[src/rtl/core/vft_pkg.sv]
// ----------------------------------------------------------------------------
// vft_pkg
// Shared types and constants of the value frequency table.
// ----------------------------------------------------------------------------
`default_nettype none

package vft_pkg;

   // item modes
   localparam logic MODE_INSERT = 1'b0;
   localparam logic MODE_QUERY  = 1'b1;

   // result and value field widths
   localparam int RSP_COUNT_WIDTH    = 16;
   localparam int RSP_DISTINCT_WIDTH = 7;
   localparam int VALUE_WIDTH        = 32;

   // sequencer states
   typedef enum logic [1:0] {
      ST_IDLE,
      ST_SCAN,
      ST_DONE
   } state_type;

   // table access controls from the sequencer
   typedef struct packed {
      logic rd_en;
      logic wr_value_en;
      logic wr_count_en;
   } tbl_ctl_type;

endpackage

`default_nettype wire

[src/rtl/core/vft_table.sv]
// ----------------------------------------------------------------------------
// vft_table
// Value and count memories: one write port, one registered read port.
// ----------------------------------------------------------------------------
`default_nettype none

module vft_table #(
   parameter int DEPTH       = 64,
   parameter int COUNT_WIDTH = 16,
   parameter int AW          = 6
) (
   input  wire logic                          clock,
   input  wire vft_pkg::tbl_ctl_type          ctl,
   input  wire logic [AW-1:0]                 rd_addr,
   input  wire logic [AW-1:0]                 wr_addr,
   input  wire logic [vft_pkg::VALUE_WIDTH-1:0] wr_value,
   input  wire logic [COUNT_WIDTH-1:0]        wr_count,
   output logic [vft_pkg::VALUE_WIDTH-1:0]    rd_value,
   output logic [COUNT_WIDTH-1:0]             rd_count
);

   logic [vft_pkg::VALUE_WIDTH-1:0] value_mem [DEPTH];
   logic [COUNT_WIDTH-1:0]          count_mem [DEPTH];

   // value memory
   always_ff @(posedge clock) begin
      if (ctl.wr_value_en) begin
         value_mem[wr_addr] <= wr_value;
      end
      if (ctl.rd_en) begin
         rd_value <= value_mem[rd_addr];
      end
   end

   // count memory
   always_ff @(posedge clock) begin
      if (ctl.wr_count_en) begin
         count_mem[wr_addr] <= wr_count;
      end
      if (ctl.rd_en) begin
         rd_count <= count_mem[rd_addr];
      end
   end

endmodule

`default_nettype wire

[src/rtl/core/value_frequency_table.sv]
// Items are taken one at a time: no new item is accepted until the last one's
// result has been loaded into the output register. The scan of the value memory
// reads one entry per cycle and stops at a hit or after the last stored entry.
// A finished result waits in the output register while the next item is taken.
// Reset clears the entry count and the control state; the memories are not
// cleared and need no clearing pass.
// ----------------------------------------------------------------------------
// value_frequency_table
// Table of distinct 32-bit values with saturating occurrence counts.
// ----------------------------------------------------------------------------
`default_nettype none

module value_frequency_table #(
   parameter int DEPTH       = 64,
   parameter int COUNT_WIDTH = 16
) (
   input  wire logic                                     clock,
   input  wire logic                                     reset,
   input  wire logic                                     req_valid,
   output logic                                          req_ready,
   input  wire logic                                     req_mode,
   input  wire logic signed [vft_pkg::VALUE_WIDTH-1:0]   req_value,
   output logic                                          rsp_valid,
   input  wire logic                                     rsp_ready,
   output logic [vft_pkg::RSP_COUNT_WIDTH-1:0]           rsp_count,
   output logic                                          rsp_found,
   output logic                                          rsp_dropped,
   output logic [vft_pkg::RSP_DISTINCT_WIDTH-1:0]        rsp_distinct_entries
);

   localparam int AW = (DEPTH > 1) ? $clog2(DEPTH) : 1;
   localparam int UW = $clog2(DEPTH + 1);
   localparam logic [UW-1:0] DEPTH_U = UW'(DEPTH);
   localparam logic [COUNT_WIDTH-1:0] COUNT_MAX = {COUNT_WIDTH{1'b1}};

   vft_pkg::state_type state_ff, state_in;
   vft_pkg::tbl_ctl_type tbl_ctl;

   logic                            mode_ff;
   logic [vft_pkg::VALUE_WIDTH-1:0] value_ff;
   logic [UW-1:0]                   idx_ff, idx_in;
   logic                            pend_ff, pend_in;
   logic [AW-1:0]                   pend_idx_ff;
   logic                            hit_ff, hit_in;
   logic [AW-1:0]                   slot_ff, slot_in;
   logic [COUNT_WIDTH-1:0]          cnt_ff, cnt_in;
   logic [UW-1:0]                   used_ff, used_in;

   logic                                   rsp_valid_ff, rsp_valid_in;
   logic [vft_pkg::RSP_COUNT_WIDTH-1:0]    rsp_count_ff, rsp_count_in;
   logic                                   rsp_found_ff, rsp_found_in;
   logic                                   rsp_dropped_ff, rsp_dropped_in;
   logic [vft_pkg::RSP_DISTINCT_WIDTH-1:0] rsp_distinct_ff, rsp_distinct_in;

   logic [vft_pkg::VALUE_WIDTH-1:0] rd_value;
   logic [COUNT_WIDTH-1:0]          rd_count;
   logic [AW-1:0]                   wr_addr;
   logic [COUNT_WIDTH-1:0]          wr_count;

   logic scan_more;
   logic scan_hit;
   logic out_free;
   logic table_full;
   logic [COUNT_WIDTH-1:0] cnt_inc;

   assign scan_more  = (idx_ff < used_ff);
   assign scan_hit   = pend_ff && (rd_value == value_ff);
   assign out_free   = !rsp_valid_ff || rsp_ready;
   assign table_full = (used_ff >= DEPTH_U);
   assign cnt_inc    = (cnt_ff == COUNT_MAX) ? cnt_ff : (cnt_ff + COUNT_WIDTH'(1));

   // next state
   always_comb begin
      state_in = state_ff;
      unique case (state_ff)
         vft_pkg::ST_IDLE: begin
            if (req_valid) begin
               state_in = vft_pkg::ST_SCAN;
            end
         end
         vft_pkg::ST_SCAN: begin
            if (scan_hit || (!pend_ff && !scan_more)) begin
               state_in = vft_pkg::ST_DONE;
            end
         end
         vft_pkg::ST_DONE: begin
            if (out_free) begin
               state_in = vft_pkg::ST_IDLE;
            end
         end
         default: state_in = vft_pkg::ST_IDLE;
      endcase
   end

   // outputs of the sequencer
   always_comb begin
      req_ready            = 1'b0;
      tbl_ctl.rd_en        = 1'b0;
      tbl_ctl.wr_value_en  = 1'b0;
      tbl_ctl.wr_count_en  = 1'b0;
      wr_addr              = used_ff[AW-1:0];
      wr_count             = COUNT_WIDTH'(1);
      unique case (state_ff)
         vft_pkg::ST_IDLE: begin
            req_ready = 1'b1;
         end
         vft_pkg::ST_SCAN: begin
            tbl_ctl.rd_en = scan_more;
         end
         vft_pkg::ST_DONE: begin
            if (out_free && (mode_ff == vft_pkg::MODE_INSERT)) begin
               if (hit_ff) begin
                  tbl_ctl.wr_count_en = 1'b1;
                  wr_addr             = slot_ff;
                  wr_count            = cnt_inc;
               end else if (!table_full) begin
                  tbl_ctl.wr_value_en = 1'b1;
                  tbl_ctl.wr_count_en = 1'b1;
               end
            end
         end
         default: begin
            req_ready = 1'b0;
         end
      endcase
   end

   // scan bookkeeping and result assembly
   always_comb begin
      idx_in          = idx_ff;
      pend_in         = 1'b0;
      hit_in          = hit_ff;
      slot_in         = slot_ff;
      cnt_in          = cnt_ff;
      used_in         = used_ff;
      rsp_valid_in    = rsp_valid_ff && !rsp_ready;
      rsp_count_in    = rsp_count_ff;
      rsp_found_in    = rsp_found_ff;
      rsp_dropped_in  = rsp_dropped_ff;
      rsp_distinct_in = rsp_distinct_ff;
      unique case (state_ff)
         vft_pkg::ST_IDLE: begin
            idx_in = '0;
            hit_in = 1'b0;
         end
         vft_pkg::ST_SCAN: begin
            pend_in = scan_more;
            if (scan_more) begin
               idx_in = idx_ff + UW'(1);
            end
            if (scan_hit) begin
               hit_in  = 1'b1;
               slot_in = pend_idx_ff;
               cnt_in  = rd_count;
            end
         end
         vft_pkg::ST_DONE: begin
            if (out_free) begin
               rsp_valid_in   = 1'b1;
               rsp_found_in   = hit_ff;
               rsp_dropped_in = 1'b0;
               rsp_count_in   = '0;
               if (mode_ff == vft_pkg::MODE_QUERY) begin
                  if (hit_ff) begin
                     rsp_count_in = vft_pkg::RSP_COUNT_WIDTH'(cnt_ff);
                  end
               end else if (hit_ff) begin
                  rsp_count_in = vft_pkg::RSP_COUNT_WIDTH'(cnt_inc);
               end else if (!table_full) begin
                  rsp_count_in = vft_pkg::RSP_COUNT_WIDTH'(1);
                  used_in      = used_ff + UW'(1);
               end else begin
                  rsp_dropped_in = 1'b1;
               end
               rsp_distinct_in = vft_pkg::RSP_DISTINCT_WIDTH'(used_in);
            end
         end
         default: begin
            pend_in = 1'b0;
         end
      endcase
   end

   // control registers
   always_ff @(posedge clock) begin
      if (reset) begin
         state_ff     <= vft_pkg::ST_IDLE;
         used_ff      <= '0;
         pend_ff      <= 1'b0;
         rsp_valid_ff <= 1'b0;
      end else begin
         state_ff     <= state_in;
         used_ff      <= used_in;
         pend_ff      <= pend_in;
         rsp_valid_ff <= rsp_valid_in;
      end
   end

   // payload registers
   always_ff @(posedge clock) begin
      if (req_valid && req_ready) begin
         mode_ff  <= req_mode;
         value_ff <= req_value;
      end
      idx_ff          <= idx_in;
      pend_idx_ff     <= idx_ff[AW-1:0];
      hit_ff          <= hit_in;
      slot_ff         <= slot_in;
      cnt_ff          <= cnt_in;
      rsp_count_ff    <= rsp_count_in;
      rsp_found_ff    <= rsp_found_in;
      rsp_dropped_ff  <= rsp_dropped_in;
      rsp_distinct_ff <= rsp_distinct_in;
   end

   // value and count memories
   vft_table #(
      .DEPTH       (DEPTH),
      .COUNT_WIDTH (COUNT_WIDTH),
      .AW          (AW)
   ) u_table (
      .clock    (clock),
      .ctl      (tbl_ctl),
      .rd_addr  (idx_ff[AW-1:0]),
      .wr_addr  (wr_addr),
      .wr_value (value_ff),
      .wr_count (wr_count),
      .rd_value (rd_value),
      .rd_count (rd_count)
   );

   assign rsp_valid            = rsp_valid_ff;
   assign rsp_count            = rsp_count_ff;
   assign rsp_found            = rsp_found_ff;
   assign rsp_dropped          = rsp_dropped_ff;
   assign rsp_distinct_entries = rsp_distinct_ff;

endmodule

`default_nettype wire
[config.mk]
export PLATFORM = sky130hd
export DESIGN_NAME = value_frequency_table
export DESIGN_NICKNAME = d
export VERILOG_FILES = /design/src/rtl/core/vft_pkg.sv /design/src/rtl/core/vft_table.sv /design/src/rtl/core/value_frequency_table.sv
export SDC_FILE = /design/constraint.sdc
export NUM_CORES = 2
export LEC_CHECK = 0
export BUFFER_PORTS_ARGS = -buffer_cell sky130_fd_sc_hd__buf_2
export CORE_UTILIZATION = 30
export DETAILED_ROUTE_END_ITERATION = 6
export SLEW_MARGIN = 10
export SYNTH_ARGS = -nofsm -noshare
export SYNTH_HDL_FRONTEND = slang
export SYNTH_SLANG_ARGS = --single-unit
[constraint.sdc]
create_clock -name clock -period 10.8 [get_ports clock]
set_input_delay 0 -clock clock [delete_from_list [all_inputs] [get_ports clock]]
set_output_delay 0 -clock clock [all_outputs]
set_load 0.02 [all_outputs]
==> reports/qor.csv <==
metric,value,unit
initial antenna violation count,17,
"Seq/Total Area, Yosys",78.0,%
DR WL/cell,28.8,um
clock-pin slew on the worst setup and hold paths,0.06,ns
"antenna viol nets, final",0,
slew margin rel.,9.28,%
final wirelength,336000,um
maximum vdd drop,0.205,mV
Top Ports,64,
Post-Syn Area,0.124,mm^2
Final Skew,0.0687,ns
Port Buf Inserts,63,
RSZ-0062 raised after global routing,false,
Yosys warning total,0,
Die Area,0.416,mm^2
top-area cell type share of the netlist area,77.7,%
Worst Hold Class,in2reg,
max frequency,191,MHz
Final Setup Violations,0,
gr usage total,15.8,%
worst-path cell chain,clkinv_1 -> or3_2 -> buf_4 -> mux2i_1 -> nand2_1 -> nor2_4,
max incr delay on CP,1.27,ns
Post-synth ARST share,0,%
Worst Hold End,state_ff[0],
Tot Pwr,33200,uW
DIE WIDTH,645,um
max_cap viols,0,
total negative slack,0,ns
largest net degree at the start of global routing,115,
Final Max Slew Viols,0,
Pwr Density,232,mW/mm^2
cell taking the most area after synthesis,edfxtp_1,
RR Startpoint,hit_ff,
Clock Sinks,3225,
Worst setup EP type,flop,
Starting Density,30.2,%
utilization after layout,34.9,%
Reg-to-Reg End,u_table.value_mem[22][23],
Post-CTS Resized,0,
worst-skew pair later-pin latency,0.92,ns
worst setup path start,hit_ff,
Iteration-0 DRC Markers,8184,
critical path class,reg2reg,
Least-Margin Pin Slew,1.36,ns
Sequential Area,0.0967,mm^2
fin nets,6006,
WHS Path Cells,4,
share of layout cells above drive strength 1,26.5,%
routability congestion estimate from global placement,0.846,
first-pass GRT wire length,469000,um
TritonCTS Buffers,317,
R2R Setup Slk,5.55,ns
synthesized netlist cell count,5572,
Post-synth EDFFs,3208,
vias,60500,
period utilization,48.6,%
CTS tree,built,
first drt pass iteration count,6,
Die Y,645,um
critical-path maximum fanout,32,
GR Overflow Total,0,
R2R depth,6,
footprint of the multi-input gates,0.0262,mm^2
leakage dissipation,0.0422,uW
Root Driver,clkbuf_16,
Core Footprint,0.410,mm^2
H-tree Lvls,5,
crit path time final,5.25,ns
DRC viols,0,
synth top area cells,"edfxtp_1 (78%), mux4_2 (14%), mux2i_1 (1.8%)",
Final Hold Viols,0,
vias in the first global route,59900,
dpl hpwl,193000,um
"Distinct cells, synth",56,
crit path DAT,5.72,ns
vias per cell,5.19,
status,"finished, final reports clean",
"Net Count, Synth",5619,
Fillers,37800,
row cnt,235,
Clock Path Buffers,4,
critical path's slowest cell,nor2_4,
startpoint type of the worst setup path,flop,
worst path required time,11.27,ns
Area Growth Syn to Fin,15.6,%
min-delay src,req_valid,
Syn Area/Cell,22.2,um^2
"FF+latch count, synth",3225,
top_reg_cell synth,edfxtp_1,
## sequential cells by signal (all words and copies together), names as in the netlist, 2 cells and up
register              cells
state_ff                  2
u_table.rd_value         32
rsp_distinct_entries      7
cnt_ff                   16
rsp_count                16
u_table.value_mem      2048
slot_ff                   6
value_ff                 32
u_table.rd_count         16
used_ff                   7
u_table.count_mem      1024
idx_ff                    7
pend_idx_ff               6
## cell usage in the layout, fill, tap and decap left out, types with 50 or more instances in the layout
cell	n
mux4_2	770
clkbuf_1	69
edfxtp_1	3208
dlygate4sd3_1	71
clkinv_2	50
o21ai_0	58
nor2_1	148
buf_4	220
a21oi_1	87
a22oi_1	57
o22ai_1	60
nand2_1	100
buf_2	63
clkbuf_16	325
mux2i_1	217
clkinv_1	61
nor2_4	75
## timing repair
item | CTS | global route
hold buffers | 71 | 0
endpoints found under the setup margin | 0 | 0
setup buffers | 0 | 0
hold endpoints to repair | 50 | 0
## metal layers
layer | up-vias | track usage [%] | routed length (um)
met5 | - | 0 | 0
met4 | 0 | 5.40 | 12200
met3 | 512 | 3.39 | 31400
met2 | 3089 | 24.4 | 154000
met1 | 32600 | 22.0 | 138000
li1 | 24300 | - | -
## cells in the mapped netlist, types with 5 or more instances
cell	count
mux2_2	17
nand2_1	100
a211oi_1	46
xor2_1	43
or2_2	10
a21oi_1	91
o22ai_1	60
ha_1	10
nor2_1	225
buf_2	121
nand4_1	12
clkbuf_1	114
inv_1	15
nor2b_1	18
a22oi_1	57
nor4_1	8
nand2b_1	22
o221ai_1	15
buf_6	20
a22o_1	5
nor3_1	39
mux4_2	770
a31oi_1	7
buf_1	23
and3_1	6
a211o_1	18
edfxtp_1	3208
a221oi_1	21
dfxtp_1	17
or3_1	14
buf_4	36
a2111oi_0	11
and2_1	43
xnor2_1	16
nand3_1	28
o21ai_0	59
mux2i_1	218
## layout make-up
class | count | area share [%]
inverters | 16 | 0.0428
clock inverters | 159 | 1.09
flip-flops and latches | 3225 | 67.5
diodes | 6 | 0.0105
multi-input cells | 2014 | 18.3
repair buffers | 385 | 2.35
well taps | 5451 | 4.76
clock buffers | 402 | 5.94
## worst max-delay path, delay by kind of cell (launching register included)
| family | cells | cell delay [ns] |
|---|---|---|
| and+or+nand+nor | 3 | 2.82 |
| buffers and inverters | 2 | 0.77 |
| muxes | 1 | 0.62 |
| DFF | 1 | 0.55 |
## stage by stage
| stage | instances | hold WS [ns] | cell area, um^2 | setup slack, ns |
|---|---|---|---|---|
| 6_report | 11700 | 0.0688 | 143000 | 5.55 |
| 5_1_grt | 11700 | 0.0710 | 143000 | 5.42 |
| 4_1_cts | 11600 | 0.00340 | 143000 | 5.62 |
| 3_5_place_dp | 11000 | 0.178 | 132000 | 5.63 |
| 3_3_place_gp | 11000 | 0.177 | 132000 | 4.86 |
| 2_1_floorplan | 5572 | 0.0989 | 124000 | 2.32 |
## worst max path at each step
stage,end,cells past startpoint,slack (ns)
floorplan,u_table.count_mem[0][7],5,2.32
global placement,u_table.rd_value[4],7,4.86
detailed placement,u_table.rd_value[18],8,5.63
CTS,u_table.rd_value[18],8,5.62
global route,u_table.value_mem[22][12],6,5.42
finish,u_table.value_mem[22][23],6,5.55
## cell families (layout without fill, tap and decap cells)
logic type / after synthesis / after routing / share of synthesized area [%]
flops: 3225 / 3225 / 78.0
mux: 1005 / 1005 / 15.9
simple gates: 530 / 530 / 1.96
compound gates: 410 / 410 / 2.20
buf+inv: 333 / 962 / 1.39
xor+xnor: 59 / 59 / 0.417
fa+ha+maj: 10 / 10 / 0.101
other cells: 0 / 6 / 0
## where the power goes
group	total [uW]	internal [uW]	switching (uW)
logic	7930	2850	5080
clock network	10900	6270	4670
registers	14300	14200	104
Power figures use the tool's default switching activity.
